File: config.mk
export PLATFORM = sky130hd
export DESIGN_NAME = ptc_div_chain
export DESIGN_NICKNAME = d
export VERILOG_FILES = /design/src/hdl/ptc_pkg.sv /design/src/hdl/ptc_div_cell.sv /design/src/hdl/ptc_div_chain.sv
export SDC_FILE = /design/constraint.sdc
export NUM_CORES = 2
export LEC_CHECK = 0
export BUFFER_PORTS_ARGS = -buffer_cell sky130_fd_sc_hd__buf_2
export CORE_MARGIN = 2
export CORE_UTILIZATION = 30
export DETAILED_ROUTE_END_ITERATION = 7
export PLACE_DENSITY = 0.56
export SLEW_MARGIN = 25
export SYNTH_ARGS = -nofsm -noshare
export SYNTH_HDL_FRONTEND = slang
export SYNTH_SLANG_ARGS = --single-unit
File: constraint.sdc
create_clock -name clk -period 4.3 [get_ports clk]
set_clock_uncertainty 0.2 [all_clocks]
set_input_delay 0.43 -clock clk [delete_from_list [all_inputs] [get_ports clk]]
set_output_delay 0.43 -clock clk [all_outputs]
set_load 0.03 [all_outputs]
File: src/hdl/ptc_pkg.sv
`default_nettype none
package ptc_pkg;

  localparam int DIV_W = 32;
  localparam int CFG_IDX_W = 3;
  localparam int CFG_DATA_W = 48;

  typedef enum logic [CFG_IDX_W-1:0] {
    REG_OVERSAMPLING = 3'd0,
    REG_COEF_AC_SIGNED = 3'd1,
    REG_COEF_AC_UNSIGNED = 3'd2,
    REG_COEF_B_PAIR = 3'd3,
    REG_COEF_M_PAIR = 3'd4
  } cfg_reg_t;

  localparam logic [31:0] C_4000 = 32'd4000;
  localparam logic [31:0] C_32768 = 32'd32768;
  localparam logic [31:0] C_50000 = 32'd50000;
  localparam logic [31:0] C_3038 = 32'd3038;
  localparam logic [31:0] C_M7357 = 32'hFFFF_E343;
  localparam logic [31:0] C_3791 = 32'd3791;
  // ceil(2^35 / 10): (n * this) >> 35 is n / 10 for any 32-bit n
  localparam logic [31:0] C_RECIP_TEN = 32'hCCCC_CCCD;

  // temperature division side data
  typedef struct packed {
    logic [31:0] x1;
    logic [18:0] up;
    logic        err;
    logic        neg;
  } side1_t;

  // pressure division side data
  typedef struct packed {
    logic [31:0] b5;
    logic        b7_msb;
    logic        err;
  } side2_t;

  // divide-by-ten side data
  typedef struct packed {
    logic [31:0] b5;
    logic [31:0] p;
    logic        err;
  } side3_t;

  function automatic logic [31:0] asr32(input logic [31:0] v, input int n);
    logic signed [31:0] s;
    s = $signed(v);
    return $unsigned(s >>> n);
  endfunction

  function automatic logic [31:0] sx16(input logic [15:0] v);
    return {{16{v[15]}}, v};
  endfunction

  function automatic logic [31:0] abs32(input logic [31:0] v);
    return v[31] ? (32'd0 - v) : v;
  endfunction

endpackage
`default_nettype wire

File: src/hdl/ptc_div_cell.sv
`default_nettype none
module ptc_div_cell import ptc_pkg::*; #(
  parameter int W = DIV_W,
  parameter int SW = 1
) (
  input  wire logic          clk,
  input  wire logic          rst_n,
  input  wire logic          en,
  input  wire logic          vld_i,
  input  wire logic [W-1:0]  rem_i,
  input  wire logic [W-1:0]  dvd_i,
  input  wire logic [W-1:0]  dvs_i,
  input  wire logic [SW-1:0] side_i,
  output logic               vld_o,
  output logic [W-1:0]       rem_o,
  output logic [W-1:0]       dvd_o,
  output logic [W-1:0]       dvs_o,
  output logic [SW-1:0]      side_o
);

  logic [W:0] rem_sh;
  logic [W:0] diff;
  logic       fits;

  // one restoring step: shift in the next dividend bit, try a subtract
  always_comb begin
    rem_sh = {rem_i, dvd_i[W-1]};
    diff   = rem_sh - {1'b0, dvs_i};
    fits   = !diff[W];
  end

  always_ff @(posedge clk) begin
    if (!rst_n) begin
      vld_o <= 1'b0;
    end else if (en) begin
      vld_o <= vld_i;
    end
  end

  always_ff @(posedge clk) begin
    if (en) begin
      rem_o  <= fits ? diff[W-1:0] : rem_sh[W-1:0];
      dvd_o  <= {dvd_i[W-2:0], fits};
      dvs_o  <= dvs_i;
      side_o <= side_i;
    end
  end

endmodule
`default_nettype wire

File: src/hdl/ptc_div_chain.sv
`default_nettype none
module ptc_div_chain import ptc_pkg::*; #(
  parameter int W = DIV_W,
  parameter int SW = 1
) (
  input  wire logic          clk,
  input  wire logic          rst_n,
  input  wire logic          en,
  input  wire logic          vld_i,
  input  wire logic [W-1:0]  dvd_i,
  input  wire logic [W-1:0]  dvs_i,
  input  wire logic [SW-1:0] side_i,
  output logic               vld_o,
  output logic [W-1:0]       quo_o,
  output logic [SW-1:0]      side_o
);

  logic          vld  [W+1];
  logic [W-1:0]  rem  [W+1];
  logic [W-1:0]  dvd  [W+1];
  logic [W-1:0]  dvs  [W+1];
  logic [SW-1:0] side [W+1];

  assign vld[0]  = vld_i;
  assign rem[0]  = '0;
  assign dvd[0]  = dvd_i;
  assign dvs[0]  = dvs_i;
  assign side[0] = side_i;

  for (genvar i = 0; i < W; i++) begin : g_cell
    ptc_div_cell #(.W(W), .SW(SW)) u_cell (
      .clk    (clk),
      .rst_n  (rst_n),
      .en     (en),
      .vld_i  (vld[i]),
      .rem_i  (rem[i]),
      .dvd_i  (dvd[i]),
      .dvs_i  (dvs[i]),
      .side_i (side[i]),
      .vld_o  (vld[i+1]),
      .rem_o  (rem[i+1]),
      .dvd_o  (dvd[i+1]),
      .dvs_o  (dvs[i+1]),
      .side_o (side[i+1])
    );
  end

  assign vld_o  = vld[W];
  assign quo_o  = dvd[W];
  assign side_o = side[W];

endmodule
`default_nettype wire

; Yosys cells after proc, flatten, opt, wreduce, memory -nomap -nowiden
; Index checks and enable logic that the tools add are counted.
[op_classes]
addsub = 32
muxes = 31
n_reduce_logical = 32
[op_table]
columns = op, n
row1 = 33-bit by 32-bit subtractor with 33-bit output, 31
row2 = 32-bit 2-to-1 mux, 30
row3 = 1-bit by 32-bit subtractor with 33-bit output, 1
row4 = 1-bit logical NOT, 32
row5 = 1-bit 2-to-1 mux, 1
[totals]
register_bits = 3072
input_bits = 69
out_inout_bits = 34
elab_cells = 254

; Longest topological paths before layout
[depth]
depth_word = 2
depth_mapped = 17
ltp_nobuf = 15

; Cells and area by module
; Synthesis repeated with hierarchy kept, for this count alone.
[hier_totals]
cells_unflattened = 13036
hier_area_um2 = 167504.4
[by_module_without_submodules]
columns = module, cells_per_inst, instances, area_per_inst_um2, seq_area_each_um2
row1 = ptc_div_cell at g_cell[22].u_cell ..., 409, 18, 5178.7, 2932.8
row2 = ptc_div_cell at g_cell[0].u_cell ..., 405, 11, 5307.6, 2932.8
row3 = ptc_div_cell at g_cell[10].u_cell ..., 406, 3, 5300.1, 2932.8
row4 = ptc_div_chain, 1, 1, 3.8, 0.0

; Least setup slack after synthesis
; No wires, ideal clock.
[synth_path]
path_kind = flip-flop to flip-flop
start = reg g_cell[23].u_cell.dvs_o[0]
end = reg g_cell[24].u_cell.rem_o[10] (data pin)
t_arrival_ns = 3.711
path_buffers = 1
path_slack_ns = 0.129
synth_period_minus_slack_ns = 4.171
required_time_ns = 3.840
setup_time_ns = 0.260
path_stages_with_launch = 15
path_cell_list = edfxtp_1 -> ha_1 -> fa_1 -> nor2b_1 -> o31ai_2 -> a221o_1 -> o21a_1 -> o311a_1 -> o31ai_4 -> a31o_4 -> a311oi_4 -> o21bai_4 -> xor2_4 -> buf_12 -> mux2_4
[synth_via]
elab_chain_cells = 2
[synth_rtl]
columns = element, line_no
row1 = from (decl), ptc_div_cell.sv:17  ; output logic [W-1:0] dvs_o,
row2 = from (signal assigned), ptc_div_cell.sv:44  ; dvs_o <= dvs_i;
row3 = 33-bit by 32-bit subtractor with 33-bit output, ptc_div_cell.sv:28  ; diff = rem_sh - {1'b0, dvs_i};
row4 = 32-bit 2-to-1 mux, ptc_div_cell.sv:42  ; rem_o <= fits ? diff[W-1:0] : rem_sh[W-1:0];
row5 = to (signal assigned), ptc_div_cell.sv:42
row6 = to (decl), ptc_div_cell.sv:15  ; output logic [W-1:0] rem_o,
; No other way between the ends.
; A chain may end at the register's enable or synchronous reset.

; Worst setup path after layout
[layout_path]
start = reg g_cell[23].u_cell.dvs_o[0]
end = reg g_cell[24].u_cell.rem_o[19] (data pin)
; The elaborated chain is that of the path after synthesis.

==> reports/results.ini <==
[yosys]
synth_edf_count=3040
synthDistinctLibCells=98
synth_ff_type=edfxtp_1
synth.avg_cell_area_sq_um=13.0
async_flop_share_pct=0
syn_inst=11896
synth_warnings=0
seq_area_frac_synth_pct=59.4
synth_area_sq_um=155000
synth-seq-cells=3072

[clock_tree]
cts-root-buf=clkbuf_16
cts_num_sinks=3072
htreeDepth=5
clkLatencyLatePin_ns=0.97
tritoncts=done
cts_buffers=360
cts_buffer_depth=4
path_clk_slew_ns=0.06

[drt]
ant_nets=0
vias=93159
wl_per_cell_microns=15.6
drt_wl_total_microns=314000
viasPerCell=4.64
drc=0
drtIter0Drc=4455
drt_pre_antenna_iters=6

[timing]
rsz0062_at_grt=true
fmax_mhz=231
finalMaxSlewViolations=0
fin_ws_ns=-0.0230
worst_pin_slew_ns=0.934
holdWs_ns=0.0855
final.period_utilization_pct=101
slew_headroom_pct=37.7
tns_ns=-0.290
setup_violations=21
layout_min_cycle_time_ns=4.32
hold_viol=0

[finish]
fillers=49163
final_cell_count_no_fill=20063
layout_commonest_cell=edfxtp_1
area_growth_syn_to_layout_pct=19.3
final_nets=14106
layout_common_cells=3040 x edfxtp_1, 1207 x inv_1, 979 x ha_1
drive_above_1_share_pct=18.4

[worst_setup_path]
crit_chain=ha_2 -> fa_2 -> nor2b_4 -> o31ai_4 -> a221o_1 -> o21a_2 -> o311a_4 -> o31ai_4 -> a31o_4 -> a311oi_4 -> o21bai_4 -> xor2_4 -> buf_12 -> buf_12 -> mux2_4
cp-start-kind=register
slowest_stage=edfxtp_1
critical_path_arrival_ns=4.80
cpLargestDelayFamily=compound AO/OA/AOI/OAI gates
crit_path_start=g_cell[23].u_cell.dvs_o[0]
end_kind=register
critPathKind=register to register
r2r-start=g_cell[23].u_cell.dvs_o[0]
critPathMaxStageDelay_ns=0.39
critical_path_buf_inv_count=2
cp_data_required_time_ns=4.78
cp_max_fo=8

[placed_design]
dp_slack_ns=-0.447
dpl.hpwl_microns=216000
portBuffers=102
place_inst=19159
gp_congestion=0.865

[global_routing]
antenna_found_initial=3
grt_max_degree=161
grt.overflow.total=0
grt_first_pass_wirelength_microns=489000
track_usage_pct=11.4
grt_pass1_vias=96209

[floorplan]
dieArea_sq_um=521000
die_x_microns=722
initial_utilization_pct=30.1
rows=263
pin_count=103
core_area_sq_um=513000
die_y_microns=722

[run_status]
violations=setup timing
status=complete, but fails checks

[power]
vdd_drop_max_v=0.000534
p_leak_nw=73.8
power-per-cell-area_nw_per_um2=804
power_w=0.148

[hold_path]
min_from=dvs_i[19]
hold_class=primary input to register

[run]
max-cap-violations=0

[flip-flops by register name (all words and copies together) (netlist names)]
register and count:
g_cell.u_cell.dvd_o 1024, g_cell.u_cell.vld_o 32, g_cell.u_cell.side_o 32, g_cell.u_cell.dvs_o 992, g_cell.u_cell.rem_o 992
[cell families (layout without fill, tap and decap cells)]
logic type,count (synthesis),after routing,share of synthesized area (%)
flip-flops,3072,3072,59.4
XOR/XNOR,828,828,4.71
AO/OA/AOI/OAI,2719,2719,11.3
AND/OR/NAND/NOR,1864,1864,5.87
buffers and inverters,1487,2881,3.76
adder cells (fa/ha/maj),1023,1023,8.42
multiplexers,902,902,6.55
other,1,17,0.00242
[worst register-to-register path, cell delays in order, from the launching register on]
cell and delay (ns):
edfxtp_1 0.39, ha_2 0.20, fa_2 0.37, nor2b_4 0.15, o31ai_4 0.08, a221o_1 0.34, o21a_2 0.27, o311a_4 0.39
o31ai_4 0.31, a31o_4 0.21, a311oi_4 0.10, o21bai_4 0.18, xor2_4 0.19, buf_12 0.17, buf_12 0.17, mux2_4 0.30
[power breakdown]
part | switching (W) | total (W) | internal (W) | leakage [nW]
combinational | 0.0347 | 0.0716 | 0.0369 | 38.1
sequential | 0.00350 | 0.0470 | 0.0435 | 30.0
clock | 0.0122 | 0.0299 | 0.0177 | 5.63
[synth_stat cells, drive strengths merged, types with 32 or more instances]
master     n  area share, %
edfxtp  3040             59
inv     1212            2.9
ha       993            8.0
a21oi    842            2.7
mux2     798            5.9
xnor2    548            3.1
o21ai    534            1.7
nand2    477            1.2
nor2     466            1.1
a21o     461            2.2
xor2     280            1.6
nand3    198           0.64
clkbuf   181           0.44
nor2b    159           0.64
o21a     150           0.73
a31oi    117           0.47
nand2b   106           0.43
mux2i    104           0.67
and3      94           0.38
buf       94           0.38
nand4     85           0.34
nor3      85           0.28
o21bai    84           0.41
a211oi    59           0.29
o211ai    54           0.26
o31ai     49           0.25
or3       39           0.16
a211o     37           0.21
a21boi    36           0.17
and2      34           0.14
o31a      34           0.19
dfxtp     32           0.41
[stage by stage]
step | instance area [sq um] | utilization (%)
floorplan | 155000 | -
global placement | 168000 | 32.8
detailed placement | 168000 | 32.8
CTS | 183000 | 35.6
global route | 184000 | 35.9
finish | 184000 | 35.9
[area by class of cell]
type | count | area (sq um) | share of cell area [%]
multi-input combinational | 7351 | 58600 | 31.8
clock inverter | 210 | 2050 | 1.11
clock buffer | 442 | 9470 | 5.13
sequential | 3072 | 91900 | 49.8
antenna | 2 | 5.00 | 0.00271
tap | 6757 | 8450 | 4.58
inverter | 1212 | 4550 | 2.47
timing repair buffer | 1017 | 9410 | 5.10
[per-layer routing]
metal,GRT usage (%),up-vias,part of all wire [%]
met2,23.2,1325,56
met5,0,-,0
met4,5.52,0,5.6
li1,-,46384,-
met1,10.9,44661,35
met3,1.67,789,2.9
[path summary, 6_finish.rpt]
path                                                     to  slack [ns]  cells after the start
worst max-delay path            g_cell[24].u_cell.rem_o[19]       -0.02                     15
worst min register to register   g_cell[3].u_cell.dvd_o[19]        0.13                      0
worst max register to register  g_cell[24].u_cell.rem_o[19]       -0.02                     15
worst min-delay path             g_cell[0].u_cell.dvs_o[19]        0.09                      2
[what timing repair did]
item                                    in CTS  in global routing
gates cloned                                16                 22
buffers inserted                            43                 50
hold buffers                               125                  0
resized for setup                          163                200
hold endpoints to repair                   229                  0
endpoints found under the setup margin     654                801
pin swaps                                   44                101
Power figures use the tool's default switching activity.
